`src/rtl/core/scl_pkg.sv`:
```
// shared types, constants and codes of the split l1 cache controller
package scl_pkg;

	localparam int ADDR_W    = 32;
	localparam int LINE_B    = 64;
	localparam int OFF_W     = $clog2(LINE_B);
	localparam int DSETS     = 16384;
	localparam int DSET_W    = $clog2(DSETS);
	localparam int DWAYS     = 4;
	localparam int DWAY_W    = $clog2(DWAYS);
	localparam int DAGE_W    = 2;
	localparam int DTAG_W    = ADDR_W - OFF_W - DSET_W;
	localparam int ISETS     = 16384;
	localparam int ISET_W    = $clog2(ISETS);
	localparam int IWAYS     = 2;
	localparam int IWAY_W    = $clog2(IWAYS);
	localparam int IAGE_W    = 1;
	localparam int ITAG_W    = ADDR_W - OFF_W - ISET_W;
	localparam int CLR_ROWS  = (DSETS > ISETS) ? DSETS : ISETS;
	localparam int CLR_W     = $clog2(CLR_ROWS);
	localparam int NRES      = 3;
	localparam int NRES_W    = 2;

	localparam logic [2:0] CMD_DREAD  = 3'd0;
	localparam logic [2:0] CMD_DWRITE = 3'd1;
	localparam logic [2:0] CMD_IFETCH = 3'd2;
	localparam logic [2:0] CMD_INVAL  = 3'd3;
	localparam logic [2:0] CMD_SNOOP  = 3'd4;
	localparam logic [2:0] CMD_CLEAR  = 3'd5;

	localparam logic [1:0] ST_I = 2'd0;
	localparam logic [1:0] ST_S = 2'd1;
	localparam logic [1:0] ST_E = 2'd2;
	localparam logic [1:0] ST_M = 2'd3;

	localparam logic [2:0] OP_NONE   = 3'd0;
	localparam logic [2:0] OP_RETURN = 3'd1;
	localparam logic [2:0] OP_WRITE  = 3'd2;
	localparam logic [2:0] OP_READ   = 3'd3;
	localparam logic [2:0] OP_RFO    = 3'd4;

	localparam logic [1:0] EV_OK      = 2'd0;
	localparam logic [1:0] EV_REFUSED = 2'd1;
	localparam logic [1:0] EV_ABSENT  = 2'd2;

	typedef struct packed {
		logic [DTAG_W-1:0] tag;
		logic [1:0]        st;
		logic [DAGE_W-1:0] age;
	} dway_t;

	typedef dway_t [DWAYS-1:0] drow_t;

	typedef struct packed {
		logic [ITAG_W-1:0] tag;
		logic              v;
		logic [IAGE_W-1:0] age;
	} iway_t;

	typedef iway_t [IWAYS-1:0] irow_t;

	typedef struct packed {
		logic [2:0]        cmd;
		logic [ADDR_W-1:0] address;
	} req_t;

	typedef struct packed {
		logic              hit;
		logic [2:0]        l2_op;
		logic [ADDR_W-1:0] line_address;
		logic [1:0]        event_status;
		logic              last;
	} rsp_t;

	typedef struct packed {
		logic              hit;
		logic              wb;
		logic [DTAG_W-1:0] wb_tag;
		logic [2:0]        op;
		logic              rfo_wr;
		logic [1:0]        status;
	} dres_t;

	typedef struct packed {
		logic       hit;
		logic [2:0] op;
	} ires_t;

endpackage

```
`src/rtl/core/scl_iset.sv`:
```
// instruction cache set update: lookup, victim choice and lru changes
module scl_iset (
	input  logic                       fetch,
	input  logic [scl_pkg::ITAG_W-1:0] tag,
	input  scl_pkg::irow_t             row_in,
	output scl_pkg::irow_t             row_out,
	output scl_pkg::ires_t             res
);

	localparam logic [scl_pkg::IAGE_W-1:0] AGE_MAX = scl_pkg::IAGE_W'(scl_pkg::IWAYS - 1);

	logic                       hit;
	logic [scl_pkg::IWAY_W-1:0] hw;
	logic                       vfound;
	logic [scl_pkg::IWAY_W-1:0] vw;
	logic [scl_pkg::IAGE_W-1:0] h;

	always_comb begin
		hit = 1'b0;
		hw = '0;
		vfound = 1'b0;
		vw = '0;
		for (int i = 0; i < scl_pkg::IWAYS; i++) begin
			if (!hit && row_in[i].v && row_in[i].tag == tag) begin
				hit = 1'b1;
				hw = scl_pkg::IWAY_W'(i);
			end
		end
		for (int i = 0; i < scl_pkg::IWAYS; i++) begin
			if (!vfound && !row_in[i].v) begin
				vfound = 1'b1;
				vw = scl_pkg::IWAY_W'(i);
			end
		end
		for (int i = 0; i < scl_pkg::IWAYS; i++) begin
			if (!vfound && row_in[i].age == AGE_MAX) begin
				vfound = 1'b1;
				vw = scl_pkg::IWAY_W'(i);
			end
		end
	end

	always_comb begin
		row_out = row_in;
		res.hit = hit;
		res.op = hit ? scl_pkg::OP_NONE : scl_pkg::OP_READ;
		h = row_in[hw].age;
		if (fetch) begin
			if (hit) begin
				for (int i = 0; i < scl_pkg::IWAYS; i++) begin
					if (row_in[i].v && row_in[i].age < h) begin
						row_out[i].age = row_in[i].age + 1'b1;
					end
				end
				row_out[hw].age = '0;
			end else begin
				for (int i = 0; i < scl_pkg::IWAYS; i++) begin
					if (scl_pkg::IWAY_W'(i) != vw && row_in[i].v) begin
						row_out[i].age = row_in[i].age + 1'b1;
					end
				end
				row_out[vw].age = '0;
				row_out[vw].v = 1'b1;
				row_out[vw].tag = tag;
			end
		end
	end

endmodule

```
`config.mk`:
```
export PLATFORM = sky130hd
export DESIGN_NAME = scl_iset
export DESIGN_NICKNAME = d
export VERILOG_FILES = /design/src/rtl/core/scl_pkg.sv /design/src/rtl/core/scl_iset.sv
export SDC_FILE = /design/constraint.sdc
export NUM_CORES = 1
export LEC_CHECK = 0
export BUFFER_PORTS_ARGS = -buffer_cell sky130_fd_sc_hd__buf_2
export CELL_PAD_IN_SITES_DETAIL_PLACEMENT = 1
export CELL_PAD_IN_SITES_GLOBAL_PLACEMENT = 1
export CORE_MARGIN = 2
export CORE_UTILIZATION = 27
export DETAILED_ROUTE_END_ITERATION = 16
export GPL_ROUTABILITY_DRIVEN = 1
export PLACE_DENSITY_LB_ADDON = 0.1
export SYNTH_ARGS = -nofsm -noshare
export SYNTH_HDL_FRONTEND = slang
export SYNTH_SLANG_ARGS = --single-unit
```
`constraint.sdc`:
```
create_clock -name vclk -period 2.74
set_input_delay 0.548 -clock vclk [all_inputs]
set_output_delay 0.548 -clock vclk [all_outputs]
set_load 0.03 [all_outputs]
```
# ---- Word-level counts from Yosys, hierarchy flattened
# Cells that the tools add are included.
dict set report op_classes {
  add_sub_neg 2
  mux 38
  n_eq_ne 2
  n_bitwise 1
  n_reduce_logical 16
  n_lt_le_gt_ge 6
}
# operator count
set ops {}
lappend ops {{$bwmux 28} 4}
lappend ops {{$demux 14 s1} 4}
lappend ops {{$mux 28} 2}
lappend ops {{$mux 1} 25}
lappend ops {{$eq 12x12->1} 2}
lappend ops {{$mux 14} 1}
lappend ops {{$logic_and 1x1->1} 12}
lappend ops {{$logic_not 1->1} 4}
lappend ops {{$lt 1x2->1 const B} 2}
lappend ops {{$mux 2} 2}
lappend ops {{$add 1x1->1 const B} 2}
lappend ops {{$ge 1x1->1 const B} 2}
lappend ops {{$lt 1x1->1} 2}
lappend ops {{$not 1->1} 1}
dict set report totals {
  in_bits 41
  register_bits 0
  elab_cells 65
}

# ---- Depth between registers and ports, before layout
dict set report depth {
  word_depth 19
  depth_mapped 6
  mapped_depth_nobuf 5
}

# ---- Worst setup path before layout
# Ideal clock, no wire load.
dict set report synth_timing {
  kind {in2out}
  startpoint {input tag[11] (netlist bit)}
  endpoint {output row_out[16] (netlist bit)}
  n_path_buf 1
  arrival_ps 1919
  required_time_ps 2192
  setup_slack_ps 273
  cell_stages 6
  cell_sequence {xnor2_1 -> nand4_1 -> nor4_4 -> nor3_2 -> buf_6 -> mux2_4}
}
# element line
set synth_rtl {}
lappend synth_rtl {{start, declared} scl_iset.sv:4} ;# input logic [scl_pkg::ITAG_W-1:0] tag,
lappend synth_rtl {{end, declared} scl_iset.sv:6} ;# output scl_pkg::irow_t row_out,

==> metrics.md <==
| Metric | Value |
|---|---|
| Leak | `0.8329 nW` |
| Clock buffer count | `0` |
| Vias per inst | `4.833` |
| Tmin final | `2.723 ns` |
| Post-route DRC | `0` |
| Met3 WL | `162 µm` |
| Post-Syn Area | `827.0 µm²` |
| Final core occ | `55.88%` |
| Warnings, synthesis | `0` |
| FF/Latch Area | `0 µm²` |
| Number of global-route vias before repair | `953` |
| Final setup fails | `0` |
| Multi-input logic area | `899.6 µm²` |
| Setup crit start kind | `input port` |
| Syn Area/Cell | `9.730 µm²` |
| Largest net degree at the start of global routing | `8` |
| Status | `complete, no violations` |
| DP Area | `1274 µm²` |
| Post-DP HPWL | `between 2000 and 2500 µm` |
| Pins over their slew limit | `0` |
| CP startpoint | `row_in[23]` |
| Max Cap Viol | `0` |
| NetSw | `0.0001753 W` |
| # rows | `20` |
| Crit Path Max Fanout | `3` |
| Peak supply drop | `0.09287 mV` |
| I/O pin count | `73` |
| Worst min path class | `input port to output pin` |
| Post-Synthesis Cells | `85` |
| Internal power | `0.0001842 W` |
| Minimum hold slack | `1.428 ns` |
| Initial antenna violation count | `0` |
| DRT Pass-1 Iters | `4` |
| Grt total ovfl | `0` |
| Routed wl met2 | `1812 µm` |
| Placer Congestion | `0.7166` |
| WL/cell | `15.13 µm` |
| Die area | `~3500 µm²` |
| Area Overhead vs Synth | `101.2%` |
| Buffers on Ports | `72` |
| Power per cell area | `216.0 nW/µm²` |
| Antenna-violating nets left | `0` |
| Top Metal Used | `met4` |
| CP arrival | `2.18 ns` |
| Sequential power share | `0%` |
| Final hold vios | `0` |
| Synthesized Nets | `approximately 130` |
| Critical path capture point type | `output pin` |
| Die X | `slightly below 60 µm` |
| Part of the cycle the worst path needs | `99.39%` |
| Req. time, crit path | `2.19 ns` |
| Initial Util | `27.77%` |
| First-pass GRT wire length | `4105 µm` |
| Die Y | `59.35 µm` |
| DP Cell Count | `197` |
| Setup TNS | `0 ns` |
| Final wirelength | `3087 µm` |
| Hold buffers post-CTS | `0` |
| Distinct cells, synth | `23` |
| Comb pwr share | `100.0%` |
| Switching Share | `48.76%` |
| Core area | `2978 µm²` |
| Gr usage total | `14.86%` |
| Non-filler cells, final | `204` |
| Crit path kind | `input port to output pin` |
| Seq/Total Area, Yosys | `0%` |
| Met1 wire length | `roughly 1100 µm` |
| Routed vias | `986` |
| Post-layout net count | `about 210` |
| Diodes inserted | `0` |
| Share of cells above drive strength 1 | `80.12%` |
| Unrepaired setup endpoints after global routing | `yes` |
| Post-route cell area | `between 1500 and 2000 µm²` |
| DRT iter0 DRCs | `20` |
| Fillcell total | `348` |
| Clock network power share | `0%` |
| Critical path destination | `row_out[8]` |
| Maximum clock frequency | `367.2 MHz` |
| Seq cells | `0` |
-- final cells by class --
type	instances	share of cell area, %
timing repair buffer	91	42.78
multi-input combinational	77	54.06
tap	33	2.481
inverter	3	0.6767
-- repair_timing --
action                     CTS  global route
setup buffers                7             0
pin swaps                    6            12
setup endpoints to repair   25            27
resized for setup           15            91
-- worst max-delay path: stages --
cell and delay, ns:
buf_6 0.10, xnor2_2 0.15, nand4_1 0.18, nor4_4 0.36, buf_4 0.17, a2111oi_4 0.05
buf_4 0.18, mux2_4 0.30, buf_6 0.14
-- layer usage --
metal / global-route usage [%] / vias up
met3: 0.8734 / 2
li1: - / 477
met2: 31.55 / 38
met1: 16.56 / 469
met5: 0 / -
met4: 0 / 0
-- through the flow --
stage          setup slack, ns  total power [W]
2_1_floorplan           0.2730        0.0001850
3_3_place_gp           -0.4787        0.0002798
3_5_place_dp           -0.5189        0.0002837
4_1_cts               -0.01289        0.0003040
5_1_grt               -0.05519        0.0003790
6_report               0.01666        0.0003594
-- cell usage after synthesis --
cell,number,area share [%]
buf_4,3,2.7
buf_6,2,2.7
nand3_1,3,1.8
nor4_4,2,5.1
or2_2,1,0.76
mux2i_1,1,1.2
nor2_1,2,0.91
inv_1,3,1.4
or2_1,1,0.76
o211ai_1,1,0.91
nor3_1,1,0.60
o21ai_0,1,0.60
a21oi_1,2,1.2
a2111oi_4,1,3.3
or4_1,1,0.91
mux2_4,19,34
conb_1,1,0.45
o2bb2ai_1,1,1.1
nand4_1,5,3.8
nor3_2,1,1.2
xnor2_1,24,25
nand2_1,4,1.8
mux2_2,5,6.8
-- power by group through the flow --
stage / logic, W / registers, W / clock network, W
after floorplan: 0.000185 / 0 / 0
after global placement: 0.000280 / 0 / 0
after detailed placement: 0.000284 / 0 / 0
after CTS: 0.000304 / 0 / 0
after global routing: 0.000379 / 0 / 0
final: 0.000359 / 0 / 0
-- worst min path at each step --
stage / end / cells after the start / from / slack, ns
finish: row_out[23] / 3 / row_in[23] / 1.43
global route: row_out[23] / 3 / row_in[23] / 1.44
CTS: row_out[10] / 3 / row_in[10] / 1.46
detailed placement: row_out[15] / 3 / row_in[15] / 1.50
global placement: row_out[15] / 3 / row_in[15] / 1.49
floorplan: row_out[1] / 1 / row_in[1] / 1.27
-- layout by cell type (no fill, tap or decap) --
| cell | count |
|---|---|
| buf_4 | 21 |
| mux2_4 | 21 |
| or2_1 | 1 |
| a2111oi_4 | 1 |
| o21ai_1 | 1 |
| nor3_4 | 1 |
| o211ai_1 | 1 |
| xnor2_1 | 11 |
| o2bb2ai_1 | 1 |
| mux2i_1 | 1 |
| xnor2_2 | 13 |
| buf_8 | 1 |
| nand4_1 | 5 |
| inv_1 | 3 |
| nor3_1 | 1 |
| nand3_2 | 2 |
| nand3_1 | 1 |
| buf_6 | 31 |
| buf_2 | 38 |
| or2_2 | 1 |
| conb_1 | 1 |
| or4_4 | 1 |
| nand2_1 | 4 |
| a21oi_1 | 1 |
| nor2_1 | 2 |
| nor4_4 | 2 |
| mux2_2 | 3 |
| a21oi_2 | 1 |
-- cells by family after synthesis --
logic type / synth area share (%)
xor gates and xnor gates: 25.42
buffers and inverters: 6.807
and+or+nand+nor: 17.70
AOI/OAI and AO/OA: 7.111
muxes: 42.51
other: 0.4534
Note: power is estimated with default switching activity, not from simulation.
