File: src/rtl/core/scl_pkg.sv
// shared types, constants and codes of the split l1 cache controller
package scl_pkg;

	localparam int ADDR_W    = 32;
	localparam int LINE_B    = 64;
	localparam int OFF_W     = $clog2(LINE_B);
	localparam int DSETS     = 16384;
	localparam int DSET_W    = $clog2(DSETS);
	localparam int DWAYS     = 4;
	localparam int DWAY_W    = $clog2(DWAYS);
	localparam int DAGE_W    = 2;
	localparam int DTAG_W    = ADDR_W - OFF_W - DSET_W;
	localparam int ISETS     = 16384;
	localparam int ISET_W    = $clog2(ISETS);
	localparam int IWAYS     = 2;
	localparam int IWAY_W    = $clog2(IWAYS);
	localparam int IAGE_W    = 1;
	localparam int ITAG_W    = ADDR_W - OFF_W - ISET_W;
	localparam int CLR_ROWS  = (DSETS > ISETS) ? DSETS : ISETS;
	localparam int CLR_W     = $clog2(CLR_ROWS);
	localparam int NRES      = 3;
	localparam int NRES_W    = 2;

	localparam logic [2:0] CMD_DREAD  = 3'd0;
	localparam logic [2:0] CMD_DWRITE = 3'd1;
	localparam logic [2:0] CMD_IFETCH = 3'd2;
	localparam logic [2:0] CMD_INVAL  = 3'd3;
	localparam logic [2:0] CMD_SNOOP  = 3'd4;
	localparam logic [2:0] CMD_CLEAR  = 3'd5;

	localparam logic [1:0] ST_I = 2'd0;
	localparam logic [1:0] ST_S = 2'd1;
	localparam logic [1:0] ST_E = 2'd2;
	localparam logic [1:0] ST_M = 2'd3;

	localparam logic [2:0] OP_NONE   = 3'd0;
	localparam logic [2:0] OP_RETURN = 3'd1;
	localparam logic [2:0] OP_WRITE  = 3'd2;
	localparam logic [2:0] OP_READ   = 3'd3;
	localparam logic [2:0] OP_RFO    = 3'd4;

	localparam logic [1:0] EV_OK      = 2'd0;
	localparam logic [1:0] EV_REFUSED = 2'd1;
	localparam logic [1:0] EV_ABSENT  = 2'd2;

	typedef struct packed {
		logic [DTAG_W-1:0] tag;
		logic [1:0]        st;
		logic [DAGE_W-1:0] age;
	} dway_t;

	typedef dway_t [DWAYS-1:0] drow_t;

	typedef struct packed {
		logic [ITAG_W-1:0] tag;
		logic              v;
		logic [IAGE_W-1:0] age;
	} iway_t;

	typedef iway_t [IWAYS-1:0] irow_t;

	typedef struct packed {
		logic [2:0]        cmd;
		logic [ADDR_W-1:0] address;
	} req_t;

	typedef struct packed {
		logic              hit;
		logic [2:0]        l2_op;
		logic [ADDR_W-1:0] line_address;
		logic [1:0]        event_status;
		logic              last;
	} rsp_t;

	typedef struct packed {
		logic              hit;
		logic              wb;
		logic [DTAG_W-1:0] wb_tag;
		logic [2:0]        op;
		logic              rfo_wr;
		logic [1:0]        status;
	} dres_t;

	typedef struct packed {
		logic       hit;
		logic [2:0] op;
	} ires_t;

endpackage

File: src/rtl/core/scl_dset.sv
// data cache set update: lookup, victim choice, mesi and lru changes
module scl_dset (
	input  logic [2:0]                 cmd,
	input  logic [scl_pkg::DTAG_W-1:0] tag,
	input  scl_pkg::drow_t             row_in,
	output scl_pkg::drow_t             row_out,
	output scl_pkg::dres_t             res
);

	localparam logic [scl_pkg::DAGE_W-1:0] AGE_MAX = scl_pkg::DAGE_W'(scl_pkg::DWAYS - 1);

	logic                          hit;
	logic [scl_pkg::DWAY_W-1:0]    hw;
	logic                          vfound;
	logic [scl_pkg::DWAY_W-1:0]    vw;
	logic [scl_pkg::DAGE_W-1:0]    h;

	always_comb begin
		hit = 1'b0;
		hw = '0;
		for (int i = 0; i < scl_pkg::DWAYS; i++) begin
			if (!hit && row_in[i].st != scl_pkg::ST_I && row_in[i].tag == tag) begin
				hit = 1'b1;
				hw = scl_pkg::DWAY_W'(i);
			end
		end
		vfound = 1'b0;
		vw = '0;
		for (int i = 0; i < scl_pkg::DWAYS; i++) begin
			if (!vfound && row_in[i].st == scl_pkg::ST_I) begin
				vfound = 1'b1;
				vw = scl_pkg::DWAY_W'(i);
			end
		end
		for (int i = 0; i < scl_pkg::DWAYS; i++) begin
			if (!vfound && row_in[i].age == AGE_MAX) begin
				vfound = 1'b1;
				vw = scl_pkg::DWAY_W'(i);
			end
		end
	end

	always_comb begin
		row_out = row_in;
		res = '0;
		res.hit = hit;
		h = row_in[hw].age;
		case (cmd)
			scl_pkg::CMD_DREAD, scl_pkg::CMD_DWRITE: begin
				if (hit) begin
					for (int i = 0; i < scl_pkg::DWAYS; i++) begin
						if (row_in[i].st != scl_pkg::ST_I && row_in[i].age < h) begin
							row_out[i].age = row_in[i].age + 1'b1;
						end
					end
					row_out[hw].age = '0;
					if (cmd == scl_pkg::CMD_DWRITE) begin
						if (row_in[hw].st == scl_pkg::ST_S) begin
							row_out[hw].st = scl_pkg::ST_E;
							res.op = scl_pkg::OP_WRITE;
						end else begin
							row_out[hw].st = scl_pkg::ST_M;
						end
					end
				end else begin
					res.wb = (row_in[vw].st == scl_pkg::ST_M);
					res.wb_tag = row_in[vw].tag;
					for (int i = 0; i < scl_pkg::DWAYS; i++) begin
						if (scl_pkg::DWAY_W'(i) != vw && row_in[i].st != scl_pkg::ST_I) begin
							row_out[i].age = row_in[i].age + 1'b1;
						end
					end
					row_out[vw].age = '0;
					row_out[vw].tag = tag;
					if (cmd == scl_pkg::CMD_DREAD) begin
						row_out[vw].st = scl_pkg::ST_S;
						res.op = scl_pkg::OP_READ;
					end else begin
						row_out[vw].st = scl_pkg::ST_E;
						res.op = scl_pkg::OP_RFO;
						res.rfo_wr = 1'b1;
					end
				end
			end
			scl_pkg::CMD_INVAL: begin
				if (!hit) begin
					res.status = scl_pkg::EV_ABSENT;
				end else if (row_in[hw].st == scl_pkg::ST_M) begin
					res.status = scl_pkg::EV_REFUSED;
				end else begin
					for (int i = 0; i < scl_pkg::DWAYS; i++) begin
						if (row_in[i].st != scl_pkg::ST_I && row_in[i].age > h) begin
							row_out[i].age = row_in[i].age - 1'b1;
						end
					end
					row_out[hw].st = scl_pkg::ST_I;
				end
			end
			scl_pkg::CMD_SNOOP: begin
				if (!hit) begin
					res.status = scl_pkg::EV_ABSENT;
				end else begin
					if (row_in[hw].st == scl_pkg::ST_M) begin
						res.op = scl_pkg::OP_RETURN;
					end
					row_out[hw].st = scl_pkg::ST_S;
				end
			end
			default: begin
				row_out = row_in;
			end
		endcase
	end

endmodule

File: config.mk
export PLATFORM = sky130hd
export DESIGN_NAME = scl_dset
export DESIGN_NICKNAME = d
export VERILOG_FILES = /design/src/rtl/core/scl_pkg.sv /design/src/rtl/core/scl_dset.sv
export SDC_FILE = /design/constraint.sdc
export NUM_CORES = 1
export LEC_CHECK = 0
export ABC_AREA = 1
export ABC_CLOCK_PERIOD_IN_PS = 4350
export BUFFER_PORTS_ARGS = -buffer_cell sky130_fd_sc_hd__buf_2
export CAP_MARGIN = 10
export CORE_MARGIN = 5
export CORE_UTILIZATION = 40
export DETAILED_ROUTE_END_ITERATION = 16
export PLACE_DENSITY = 0.68
export SLEW_MARGIN = 20
export SYNTH_ARGS = -nofsm -noshare
export SYNTH_HDL_FRONTEND = slang
export SYNTH_SLANG_ARGS = --single-unit
File: constraint.sdc
create_clock -name vclk -period 4.35
set_input_delay 0.435 -clock vclk [all_inputs]
set_output_delay 0.435 -clock vclk [all_outputs]
set_load 0.005 [all_outputs]
=== Yosys cells after proc, flatten, opt, wreduce, memory -nomap -nowiden ===
Index checks and enable logic that the tools add are counted.

* Register bits: 0
* Output and inout port bits: 84
* Word-level logic and storage cells: 194

* $add $sub $neg: 8
* $lt $le $gt $ge: 12
* Equality and inequality tests: 17
* Muxes and demuxes: 108
* Reduce and logical (&&, ||, !) cells: 49

{| class="wikitable"
|+ Operators by type and width
! kind !! number
|-
| 64-bit bitwise mux || 9
|-
| 64-bit two-way mux || 7
|-
| 64-bit case mux with 3 select lines || 1
|-
| 16-bit demux with 2-bit select || 5
|-
| 2-bit two-way mux || 54
|-
| 16-bit binary-select mux with 2-bit select || 2
|-
| 12-bit == test || 4
|-
| 16-bit two-way mux || 2
|-
| 1-bit logical AND || 28
|-
| 13-bit two-way mux || 2
|-
| 1-bit two-way mux || 18
|-
| 2-bit == test, second input constant || 6
|-
| 4-bit two-way mux || 3
|-
| 1-bit logical NOT || 10
|-
| 2-bit nonzero test || 5
|-
| 3-bit two-way mux || 3
|-
| 2-bit by 1-bit adder with 2-bit output, second input constant || 4
|-
| 2-bit greater-than comparator || 4
|-
| 2-bit logical NOT || 4
|-
| 2-bit < comparator || 4
|-
| 2-bit by 1-bit subtractor with 2-bit output, second input constant || 4
|-
| 2-bit by 3-bit < comparator with 1-bit output, second input constant || 2
|-
| 3-bit case mux with 2 select lines || 1
|-
| 2-bit by 1-bit >= comparator with 1-bit output, second input constant || 2
|-
| 9 further kinds || 10
|}

=== Logic depth before layout (Yosys ltp) ===
* Depth after elaboration: 34
* Gate-level depth with buffers: 25

=== Least setup slack after synthesis ===
Ideal clock, no wire load.

* Path kind: input -> output
* From: input tag[7] (netlist name)
* To: output row_out[32] (netlist name)
* Arrival time: 2,906 ps
* Required time: 3,915 ps
* Setup slack: 1,009 ps
* Stages: 21
* Path through: inv_2 -> buf_6 -> nand2_2 -> nand2_1 -> nand3_2 -> nor2_2 -> nand2_2 -> nand2_1 -> nor2_4 -> nand2_1 -> inv_1 -> a221oi_1 -> ha_1 -> inv_1 -> nor2_1 -> nor2_1 -> nand2_1 -> xor2_1 -> o31ai_1 -> a21oi_1 -> a21oi_1

{| class="wikitable"
|+ RTL lines
! what !! RTL line !! source
|-
| start, declared || scl_dset.sv:4 || <nowiki>input logic [scl_pkg::DTAG_W-1:0] tag,</nowiki>
|-
| end, declared || scl_dset.sv:6 || <nowiki>output scl_pkg::drow_t row_out,</nowiki>
|}

==> summary.md <==
| Metric | Value |
|---|---|
| Max-cap violations | `0` |
| Register area | `0 um2` |
| Fillers | `1192` |
| Vias | `6553` |
| Commonest non-fill, non-tap cell in the layout | `nand2_1` |
| Die H | `112.6 um` |
| WP data required | `3910 ps` |
| NumNets Final | `1112` |
| Delay-heaviest family, CP | `simple AND/OR/NAND/NOR gates` |
| Final instance area | `5091 um2` |
| Post-CTS sizing | `0` |
| Routed WL per cell | `17.70 um` |
| Mapped Nets | `962` |
| Post-route DRC violation count | `0` |
| CTS Hold Bufs | `0` |
| Worst stage delay on the critical path | `250 ps` |
| Total leakage power | `0.002993 uW` |
| Syn Inst Count | `871` |
| Die area | `12670 um2` |
| Synth Area in Simple Gates | `0.5738` |
| Initial Utilization | `0.4093` |
| Setup TNS | `0 ps` |
| RSZ-0062 raised after global routing | `false` |
| Die W | `112.6 um` |
| Largest net degree at the start of global routing | `27` |
| Worst hold path type | `in2out` |
| Worst Hold Depth | `4` |
| Post-synthesis cell type count | `46` |
| Final setup violation count | `0` |
| IO Count | `163` |
| Worst slew margin | `0.5722` |
| Gr usage total | `0.3040` |
| Post-synthesis sequential area ratio | `0` |
| Drt total wl | `20460 um` |
| Placed insts | `1155` |
| Synth Area in Compound Gates | `0.2317` |
| Cell Area, Synth | `4207 um2` |
| Synth area leader | `nand2_1` |
| HPWL after DPL | `16740 um` |
| Total gr overflow | `0` |
| Yosys warnings | `0` |
| Buffers on Ports | `163` |
| Crit path launch type | `input pin` |
| Core area | `10280 um2` |
| Switching pwr | `392.4 uW` |
| Endpoints failing hold | `0` |
| Seq cells | `0` |
| FP Rows | `37` |
| Buffers plus inverters on the worst setup path | `6` |
| Max Freq | `0.2599 GHz` |
| Top cells by area, synth | `nand2_1, nor2_1, inv_1` |
| Combinational family with the most area after synthesis | `simple AND/OR/NAND/NOR gates` |
| Pint | `207.8 uW` |
| DP Area | `5089 um2` |
| Crit Path Max Fanout | `8` |
| WP data arrival | `3410 ps` |
| Reg power frac | `0` |
| Tcrit/Tclk final | `0.8847` |
| Top cell by count, worst path | `nand2_1` |
| Clk_buf instances | `0` |
| CP endpoint kind | `output port` |
| Postcts setup bufs | `0` |
| Slowest stage cell on the critical path | `a221oi_1` |
| Synthesized area per cell | `4.830 um2` |
| Worst IR Drop VDD | `0.06245 mV` |
| DRT iter0 DRCs | `882` |
| Layout overhead on the synthesized area | `21.03%` |
| Drt pass-1 iters | `6` |
| Clock power frac | `0` |
| Period minus WS final | `3848 ps` |
| Post-Layout Cell Count | `1156` |
| Power Density | `117.9 nW/um2` |
| Critical path class | `in2out` |
| Final slew viol count | `0` |
| Initial antenna violation count | `1` |
| Mux contribution to synthesized area | `0` |
| Hold Path End | `row_out[10]` |
| Avg Vias per Cell | `5.669` |
| Pin slew with the least headroom to its limit | `639.3 ps` |
| Global placer's final weighted congestion | `1.059` |
| Synth Area in Adders | `0.03569` |
| Commonest cells after routing, fill and taps aside | `nand2_1, buf_2, nor2_1` |
| Share of cells above drive strength 1 | `0.2345` |
| First-pass GRT wire length | `31540 um` |
| Min-delay src | `row_in[10]` |
| Antenna Violating Nets Remaining | `0` |
| Top-area cell type share of the netlist area | `0.2704` |
| Comb pwr share | `1.000` |
| Vias in the first global route | `5909` |
| Xor/xnor cell area share of the yosys netlist | `0.02082` |
| Outcome | `finished, final reports clean` |
| Sw frac | `0.6537` |
| Core Util, Final | `0.4954` |
synthesized netlist by cell type, types with 2 or more instances:
| library cell | number |
|---|---|
| a21oi_1 | 39 |
| and2_1 | 4 |
| nand2_1 | 303 |
| o21ai_1 | 52 |
| o21ai_0 | 42 |
| and3_1 | 2 |
| ha_1 | 12 |
| or2_1 | 2 |
| nand3_1 | 65 |
| nor2_4 | 4 |
| inv_2 | 22 |
| inv_1 | 90 |
| clkbuf_1 | 3 |
| xor2_1 | 5 |
| a22oi_1 | 2 |
| nor2_2 | 9 |
| buf_2 | 5 |
| nand2_2 | 13 |
| nand4_1 | 13 |
| nand2_4 | 6 |
| buf_4 | 8 |
| nand3_4 | 2 |
| nand3b_1 | 2 |
| xnor2_1 | 5 |
| o22ai_1 | 16 |
| nor2_1 | 95 |
| buf_6 | 4 |
| o31ai_1 | 2 |
| nand3_2 | 6 |
| o22ai_2 | 3 |
| o211ai_1 | 4 |
| a221oi_1 | 7 |
| nor3_1 | 11 |
worst max path at each step:
| stage | from | to | slack, ps | cells after the start |
|---|---|---|---|---|
| 2_1_floorplan | tag[7] | row_out[32] | 1010 | 21 |
| 3_3_place_gp | tag[10] | row_out[32] | 650 | 23 |
| 3_5_place_dp | row_in[19] | row_out[1] | 600 | 25 |
| 4_1_cts | row_in[19] | row_out[1] | 580 | 25 |
| 5_1_grt | tag[4] | row_out[16] | 230 | 26 |
| 6_report | tag[1] | row_out[1] | 500 | 25 |
routing by layer:
layer	global-route usage	vias to the layer above	share of wire
li1	-	3152	-
met3	0.04043	60	0.11
met2	0.4795	438	0.43
met5	0	-	0
met1	0.4324	2903	0.43
met4	0.08093	0	0.028
through the flow:
| stage | setup WS [ps] | total power (uW) | hold WS (ps) |
|---|---|---|---|
| 3_5_place_dp | 599.2 | 582.6 | 1185 |
| 2_1_floorplan | 1009 | 349.9 | 960.8 |
| 6_report | 501.7 | 600.3 | 1185 |
| 5_1_grt | 226.1 | 658.5 | 1214 |
| 3_3_place_gp | 654.6 | 587.1 | 1182 |
| 4_1_cts | 576.5 | 585.1 | 1184 |
power by group through the flow:
stage	logic (uW)	registers, uW	clock network, uW
2_1_floorplan	350	0	0
6_report	600	0	0.0000307
3_3_place_gp	587	0	0
4_1_cts	585	0	0
3_5_place_dp	583	0	0
5_1_grt	658	0	0.0000307
kinds of logic (layout without fill, tap and decap cells):
group	after synthesis	after routing
AO/OA/AOI/OAI	173	173
XOR/XNOR	10	10
adder cells (fa/ha/maj)	12	12
buffers and inverters	135	283
other	0	1
AND/OR/NAND/NOR	541	541
layout make-up:
cell class	count	area, um2	share of cell area
Antenna cell	1	2.502	0.0004915
Timing Repair Buffer	168	853.3	0.1676
Tap cell	136	170.2	0.03342
Inverter	115	439.2	0.08626
Multi-Input combinational cell	736	3626	0.7122
No activity file was read; power rests on OpenSTA's default activity.
