[src/rtl/core/scl_ram.sv]
// generic single write port ram with registered read
module scl_ram #(
	parameter int WIDTH = 8,
	parameter int DEPTH = 16
) (
	input  logic                     clk,
	input  logic                     we,
	input  logic [$clog2(DEPTH)-1:0] waddr,
	input  logic [WIDTH-1:0]         wdata,
	input  logic [$clog2(DEPTH)-1:0] raddr,
	output logic [WIDTH-1:0]         rdata
);

	logic [WIDTH-1:0] mem [DEPTH];

	always_ff @(posedge clk) begin
		if (we) begin
			mem[waddr] <= wdata;
		end
		rdata <= mem[raddr];
	end

endmodule

[config.mk]
export PLATFORM = sky130hd
export DESIGN_NAME = scl_ram
export DESIGN_NICKNAME = d
export VERILOG_FILES = /design/src/rtl/core/scl_ram.sv
export SDC_FILE = /design/constraint.sdc
export NUM_CORES = 1
export LEC_CHECK = 0
export BUFFER_PORTS_ARGS = -buffer_cell sky130_fd_sc_hd__buf_2
export CAP_MARGIN = 25
export CORE_UTILIZATION = 30
export CTS_BUF_LIST = sky130_fd_sc_hd__clkbuf_4 sky130_fd_sc_hd__clkbuf_8
export CTS_CLUSTER_DIAMETER = 30
export CTS_CLUSTER_SIZE = 10
export DETAILED_ROUTE_END_ITERATION = 7
export HOLD_SLACK_MARGIN = 0.06
export PLACE_DENSITY = 0.53
export SLEW_MARGIN = 20
export SYNTH_ARGS = -nofsm -noshare
export SYNTH_HDL_FRONTEND = slang
export SYNTH_SLANG_ARGS = --single-unit
export TNS_END_PERCENT = 30
[constraint.sdc]
create_clock -name clk -period 2 [get_ports clk]
set_input_delay 0.2 -clock clk [delete_from_list [all_inputs] [get_ports clk]]
set_output_delay 0.2 -clock clk [all_outputs]
set_load 0.05 [all_outputs]
Yosys cells after proc, flatten, opt, wreduce, memory -nomap -nowiden. Memory sizes are Yosys's and may differ from the RTL's. A register that Yosys moved wholly into a read port is not among the register bits. Index checks and enable logic that the tools add are counted.

Flip-flop bits (word level): 0. Bits in writable memories: 128. Input bits: 18. Output and inout port bits: 8. Word-level logic and storage cells: 3. Memories kept: 1.

Multiplexer cells: 2.

Memory list: mem (depth 16, bits a word 8, rd ports 1, clocked after memory_dff 1, wr ports 1, line 14) `logic [WIDTH-1:0] mem [DEPTH];`.

Operator list (count): 1-bit 2-to-1 mux (2).

Longest topological paths before layout. Gate-level depths: netlist of the first run.

Depth after elaboration: 2. Gate-level depth with buffers: 5. Gate-level depth less buffers: 3.

Least setup slack after synthesis of the first run. No wires, ideal clock.

Path type: input port to flip-flop. Start: in waddr[2]. End: mem mem[0][0], enable pin. Setup time: 0.383 ns. Arrival time: 1.310 ns. Data required time: 1.617 ns. Slack: 0.307 ns. Stages on the path: 2. Path buffers: 0. Cells stage by stage: or3b_2 -> nor3_1.

RTL lines: from (decl) (line 8) `input logic [$clog2(DEPTH)-1:0] waddr,`; to (decl) (line 14).

No word-level cell before the write port.

==> results by group, run 1 <==
Power
  – Sequential power share: 0.507
  – Pwr/cell area: 1030 nW/um^2
  – Internal power: slightly above 5 mW
  – Leak pwr: 2.06 nW
  – Maximum VDD drop: 0.396 mV
  – Sw power: 1.27 mW
  – Sw Share: 0.200
  – Pwr Total: 6.32 mW
  – Clock share of power: 0.435
  – Part of the power in combinational logic: 0.058

Route
  – DRT Wirelength: 10,600 um
  – Max Used Layer: met4
  – Met1 Wirelength: 4730 um
  – Antenna Nets Post-Route: 0
  – Met2 WL: 5240 um
  – Met3 WL post-DR: 503 um
  – Pre-antenna DRT Iters: 4
  – DRC: 0
  – Vias per Instance: 4.69
  – DR WL/cell: 20.5 um
  – Vias: 2,432
  – Initial DRC Count: 249

Global route
  – Antenna violations before repair: 0
  – Total track usage: 0.134
  – Largest net degree at the start of global routing: 25
  – Gr ovfl total: 0
  – Number of global-route vias before repair: 2,621
  – First-pass GRT wire length: 16,500 um

Logic synthesis
  – Synthesized flop and latch total: around 140
  – Post-synthesis sequential area ratio: 0.778
  – Synth top area cells: edfxtp_1, mux4_2, mux4_1
  – Leading area contributor after synthesis: edfxtp_1
  – EDFF count, synth: 128
  – Compound-cell area share of the yosys netlist: 0.0233
  – Most common cell in the netlist: edfxtp_1
  – Syn Nets: 247
  – Post-synth top flop: edfxtp_1
  – Ys async rst share: 0
  – Synth unique cells: 19
  – Mapped Cells: 229
  – Synth Area in Simple Gates: 0.0318
  – Mapped cell area: 5150 um^2
  – Post-Synth XOR/XNOR Area: 0
  – Avg Inst Size Synth: about 22 um^2
  – Yosys warns: 0
  – Most instantiated cells after synthesis: edfxtp_1, mux4_2, a22oi_1
  – Post-synthesis mux area share: 0.150
  – Post-Synth Adder-Cell Area: 0
  – Post-synth top area share: 0.747
  – Largest family of logic cells by synthesized area: multiplexers

Setup path
  – CP bufs+invs: 0
  – Critical path class: reg -> reg
  – FF-to-FF End: rdata[5]
  – Crit path depth: 3
  – Worst R2R Start: mem[8][5]
  – CP Data Required Time: 2.30 ns
  – Worst Setup SP: mem[8][5]
  – Crit path cell chain: mux4_1 > a22oi_1 > nand2_1
  – Reg2reg path depth: 3
  – FF-to-FF setup slack: 0.65 ns
  – Element type at the critical path start: register
  – Delay-heaviest family, CP: multiplexers
  – CP max FO: 1
  – Critical path capture point type: register
  – Crit-path slowest cell: mux4_1
  – Slowest stage delay, CP: 0.49 ns
  – CP arrival: 1.66 ns

STA
  – Final Max Tran Viols: 0
  – Post-Route Setup TNS: 0 ns
  – FMAX: 0.740 GHz
  – Setup violation total in the final timing report: 0
  – Final worst-path cycle share: 0.676
  – Hold slack: roughly 0.15 ns
  – Actual slew at the worst max-slew pin: 0.444 ns
  – Final hold violation count: 0
  – Unrepaired setup endpoints after global routing: false
  – Tmin final: 1.35 ns
  – Skew final: 0.00816 ns
  – Max_slew headroom: 0.704

Floorplan
  – Num rows: 47
  – Die height: 133 um
  – I/O pin total: 26
  – Die width: 133 um
  – Core ar.: ~17,000 um^2
  – Die area: between 15,000 and 20,000 um^2
  – Initial Utilization: 0.309

Clock network
  – CTS sink count: 136
  – CTS tree: built
  – CTS Buffer Depth: 2
  – CTS resizes: 0
  – # H-tree levels: 4
  – Worst-path clk slew: 0.08 ns
  – CTS Buf Count: 17
  – Hold-fix buffers, CTS: 0
  – Post-CTS setup buffer count: 0
  – Later-pin clock latency in the skew report: 0.43 ns
  – Clock root buffer: clkbuf_8

Outcome
  – Status: complete, no violations

Cells and area
  – Final core utilization: 0.369
  – Fillers: 1,527
  – Final nets: 303
  – Layout area overhead: 19.4%
  – Share of post-route cells with drive strength above 1: 0.326
  – Fin cells: 518
  – Inserted Diodes: 0

Min path
  – Worst hold path type: in -> reg
  – WHS Endpoint: mem[9][7]
  – Hold depth: 1
  – Hold_sp: wdata[7]

Flow run
  – Max cap viols: 0

Placed design
  – DP Wirelength: 6780 um
  – Placed Cells incl. Taps: 486
  – PortBufs: 25
  – GPL Wtd Cong: between 0.6 and 0.7
[logic make-up (layout without fill, tap and decap cells)]
kind of cell,count (synthesis),after routing
AO/OA/AOI/OAI,16,16
AND/OR/NAND/NOR,35,35
flip-flops,136,136
buffers and inverters,10,79
multiplexers,32,32
[area by class of cell]
class | count | area, um^2 | area share
well taps | 220 | 275 | 0.0448
clock inverters | 14 | 253 | 0.0411
repair buffers | 47 | 315 | 0.0513
flip-flops and latches | 136 | 4000 | 0.651
multi-input cells | 83 | 1060 | 0.172
clock buffers | 18 | 241 | 0.0393
[per-stage QoR]
| step | worst slack, ns | area [um^2] |
|---|---|---|
| floorplan | 0.307 | 5150 |
| global placement | 0.354 | 5650 |
| detailed placement | 0.349 | 5650 |
| CTS | 0.635 | 6150 |
| global route | 0.563 | 6150 |
| finish | 0.649 | 6150 |
[how the worst max path moves through the flow]
stage                      endpoint  slack (ns)
final                      rdata[5]        0.65
after global routing       rdata[3]        0.56
after CTS                  rdata[4]        0.63
after detailed placement   rdata[4]        0.35
after global placement     rdata[4]        0.35
after floorplan           mem[0][0]        0.31
[metal layers]
layer / vias to the layer above / GRT usage
li1: 1081 / -
met1: 1272 / 0.176
met2: 71 / 0.205
met3: 8 / 0.0414
met4: 0 / 0.0587
met5: - / 0
[power by group through the flow]
stage / combinational, mW / sequential, mW / clock (mW)
4_1_cts: 0.374 / 3.20 / 2.81
6_report: 0.365 / 3.20 / 2.75
5_1_grt: 0.396 / 3.21 / 2.93
3_3_place_gp: 0.368 / 3.27 / 0
3_5_place_dp: 0.373 / 3.27 / 0
2_1_floorplan: 0.162 / 3.33 / 0
[sequential cells by signal, summed over array words and instances, names as in the netlist]
signal / cells
mem: 128
rdata: 8
[worst register-to-register path, cell delays in order (launching register included)]
cell and delay, ns:
edfxtp_1 0.38, mux4_1 0.49, a22oi_1 0.28, nand2_1 0.08
[layout by cell type (no fill, tap or decap)]
| master | count |
|---|---|
| edfxtp_1 | 128 |
| buf_2 | 25 |
| mux4_2 | 18 |
| nor2_1 | 13 |
| nor2b_1 | 1 |
| and2b_1 | 1 |
| nand3b_1 | 2 |
| mux4_1 | 14 |
| clkinv_2 | 3 |
| buf_12 | 2 |
| clkbuf_4 | 1 |
| bufinv_16 | 7 |
| or3b_2 | 1 |
| nand2b_1 | 2 |
| a22oi_1 | 16 |
| clkbuf_8 | 17 |
| clkinvlp_4 | 2 |
| nand2_1 | 9 |
| and2_1 | 1 |
| buf_4 | 20 |
| nand3_1 | 1 |
| dfxtp_1 | 8 |
| clkinv_4 | 1 |
| clkinv_1 | 1 |
| nor3_1 | 4 |
Power figures use the tool's default switching activity.
==> run 2: changes to the inputs <==
--- a/config.mk
+++ b/config.mk
@@ -5,6 +5,7 @@
 export SDC_FILE = /design/constraint.sdc
 export NUM_CORES = 1
 export LEC_CHECK = 0
+export ABC_AREA = 1
 export BUFFER_PORTS_ARGS = -buffer_cell sky130_fd_sc_hd__buf_2
 export CAP_MARGIN = 25
 export CORE_UTILIZATION = 30
@@ -13,7 +14,7 @@
 export CTS_CLUSTER_SIZE = 10
 export DETAILED_ROUTE_END_ITERATION = 7
 export HOLD_SLACK_MARGIN = 0.06
-export PLACE_DENSITY = 0.53
+export PLACE_DENSITY = 0.54
 export SLEW_MARGIN = 20
 export SYNTH_ARGS = -nofsm -noshare
 export SYNTH_HDL_FRONTEND = slang
==> constraint.sdc (replaced) <==
create_clock -name clk -period 1.2 [get_ports clk]
set_input_delay 0.12 -clock clk [delete_from_list [all_inputs] [get_ports clk]]
set_output_delay 0.12 -clock clk [all_outputs]
set_load 0.05 [all_outputs]
==> results by group, run 2 <==
Setup path
  – FF-to-FF setup slack: 0.16 ns
  – Critical path class: reg -> out
  – Delay-heaviest family, CP: flip-flops
  – Critical path capture point type: output pin
  – Crit path cell chain: buf_4
  – Worst R2R Start: mem[11][2]
  – Element type at the critical path start: register
  – Slowest stage delay, CP: 0.37 ns
  – Reg2reg path depth: 6
  – FF-to-FF End: rdata[2]
  – CP max FO: 1
  – CP Data Required Time: 1.08 ns
  – CP arrival: 1.01 ns
  – Crit-path slowest cell: dfxtp_1
  – CP bufs+invs: 1

Cells and area
  – Flip-flop count of the largest register after layout: 128
  – Layout area overhead: 16.4%
  – Most frequent cells in the layout: nand2_1, edfxtp_1, inv_1
  – Final nets: between 600 and 700
  – Inserted Diodes: 0
  – Top reg by flops: mem
  – FF/Latch Area: 4000 um^2
  – Top flop regs: mem (128), rdata (8)
  – Fillers: ~1,900
  – Final core utilization: 0.358
  – Share of post-route cells with drive strength above 1: 0.134
  – Commonest non-fill, non-tap cell in the layout: nand2_1
  – Multi-input gate area: 1210 um^2
  – Fin cells: 844

Min path
  – WHS Endpoint: mem[4][3]
  – Hold_sp: wdata[3]
  – Worst hold path type: in -> reg
  – Hold depth: 1

Logic synthesis
  – Ys async rst share: 0
  – Synth top area cells: edfxtp_1, nand2_1, nand3_1
  – Mapped Cells: roughly 550
  – EDFF count, synth: 128
  – Syn Nets: 569
  – Synth unique cells: 12
  – Mapped cell area: 5770 um^2
  – Post-synth top area share: 0.667
  – Yosys warns: 0
  – Post-synth top flop: edfxtp_1
  – Leading area contributor after synthesis: edfxtp_1
  – Avg Inst Size Synth: 10.5 um^2
  – Most common cell in the netlist: nand2_1
  – Synthesized flop and latch total: 136
  – Post-synthesis sequential area ratio: 0.694
  – Most instantiated cells after synthesis: nand2_1, edfxtp_1, inv_1

Route
  – Antenna Nets Post-Route: 0
  – Met1 Wirelength: 6010 um
  – Initial DRC Count: between 300 and 400
  – Met2 WL: 6340 um
  – Met3 WL post-DR: ~650 um
  – Pre-antenna DRT Iters: 5
  – DRT Wirelength: 13,200 um
  – Max Used Layer: met4
  – DRC: 0
  – Vias: 3,744
  – Vias per Instance: 4.44
  – DR WL/cell: 15.7 um

Placed design
  – PortBufs: 25
  – DP Wirelength: roughly 8400 um
  – Placed Cells incl. Taps: slightly above 800
  – GPL Wtd Cong: 0.796

Power
  – Maximum VDD drop: slightly below 0.7 mV
  – Pwr/cell area: 1510 nW/um^2
  – Leak pwr: between 2 and 3 nW

STA
  – Hold slack: between 0.09 and 0.1 ns
  – Actual slew at the worst max-slew pin: just under 0.4 ns
  – Unrepaired setup endpoints after global routing: false
  – FMAX: between 0.8 and 0.9 GHz
  – Max_slew headroom: 0.737
  – Skew final: between 0.01 and 0.015 ns
  – Setup violation total in the final timing report: 0
  – Tmin final: 1.13 ns
  – Final Max Tran Viols: 0
  – Final worst-path cycle share: 0.943
  – Final hold violation count: 0

Clock network
  – # H-tree levels: 4
  – Later-pin clock latency in the skew report: 0.44 ns
  – Clock root buffer: clkbuf_8
  – Worst-path clk slew: 0.09 ns
  – CTS Buffer Depth: 2
  – CTS Buf Count: 17
  – CTS tree: built
  – CTS sink count: 136

Global route
  – Gr ovfl total: 0
  – First-pass GRT wire length: 20,800 um
  – Number of global-route vias before repair: 3,671
  – Antenna violations before repair: 0
  – Total track usage: 0.145
  – Largest net degree at the start of global routing: 64

Flow run
  – Max cap viols: 0

Floorplan
  – Die height: about 140 um
  – Initial Utilization: 0.307
  – Die area: around 20,000 um^2
  – I/O pin total: 26
  – Core ar.: about 19,000 um^2
  – Die width: approximately 140 um
  – Num rows: 50

Outcome
  – Status: complete, no violations
## run 2: repair_timing
action / in CTS / in global routing
buffers inserted: 0 / 0
gates resized for setup: 4 / 1
hold buffers: 1 / 0
setup endpoints to repair: 4 / 1
endpoints found under the hold margin: 5 / 0
## run 2: worst max-delay path by stage
stage	start	endpoint	slack (ns)	cells past startpoint
5_1_grt	rdata[0]	rdata[0]	0.006	1
3_3_place_gp	raddr[0]	rdata[2]	-0.05	7
6_report	rdata[0]	rdata[0]	0.07	1
2_1_floorplan	waddr[2]	mem[10][0]	0.13	2
3_5_place_dp	raddr[0]	rdata[2]	-0.06	7
4_1_cts	rdata[2]	rdata[2]	0.007	1
## run 2: logic make-up after synthesis
kind of cell | after synthesis | synth area share
buf+inv | 126 | 0.0952
simple gates | 289 | 0.210
flops | 136 | 0.694
## run 2: worst register-to-register path, delay by kind of cell (launching register included)
kind,cells,cell delay (ns)
DFF,1,0.37
buffers and inverters,1,0.06
and+or+nand+nor,5,0.51
## run 2: stage by stage
stage | setup TNS (ns) | cell area, um^2 | total power [mW] | worst slack [ns]
floorplan | 0 | 5770 | 5.92 | 0.129
global placement | -0.0677 | 6270 | 6.22 | -0.0515
detailed placement | -0.0890 | 6270 | 6.23 | -0.0569
CTS | 0 | 6710 | 10.2 | 0.00681
global route | 0 | 6710 | 10.5 | 0.00561
finish | 0 | 6710 | 10.1 | 0.0689
## run 2: metal layers
metal  GRT usage  vias to the layer above
li1            -                     1860
met1       0.188                     1770
met2       0.233                      103
met3      0.0360                       11
met4      0.0532                        0
met5           0                        -
## run 2: final cells by class
cell class                 instances  area share
clock buffer                      18      0.0360
clock inverter                    14      0.0270
inverter                         102      0.0570
multi-input combinational        289       0.181
sequential                       136       0.596
tap                              234      0.0436
timing repair buffer              51      0.0593
## run 2: report_power, final
part	switching [mW]	leakage (nW)	internal [mW]	total, mW
Clock	1.75	0.203	2.26	4.01
Combinational	0.562	1.45	0.229	0.792
Sequential	0.0336	1.22	5.30	5.34
Total	2.34	2.88	7.79	10.1
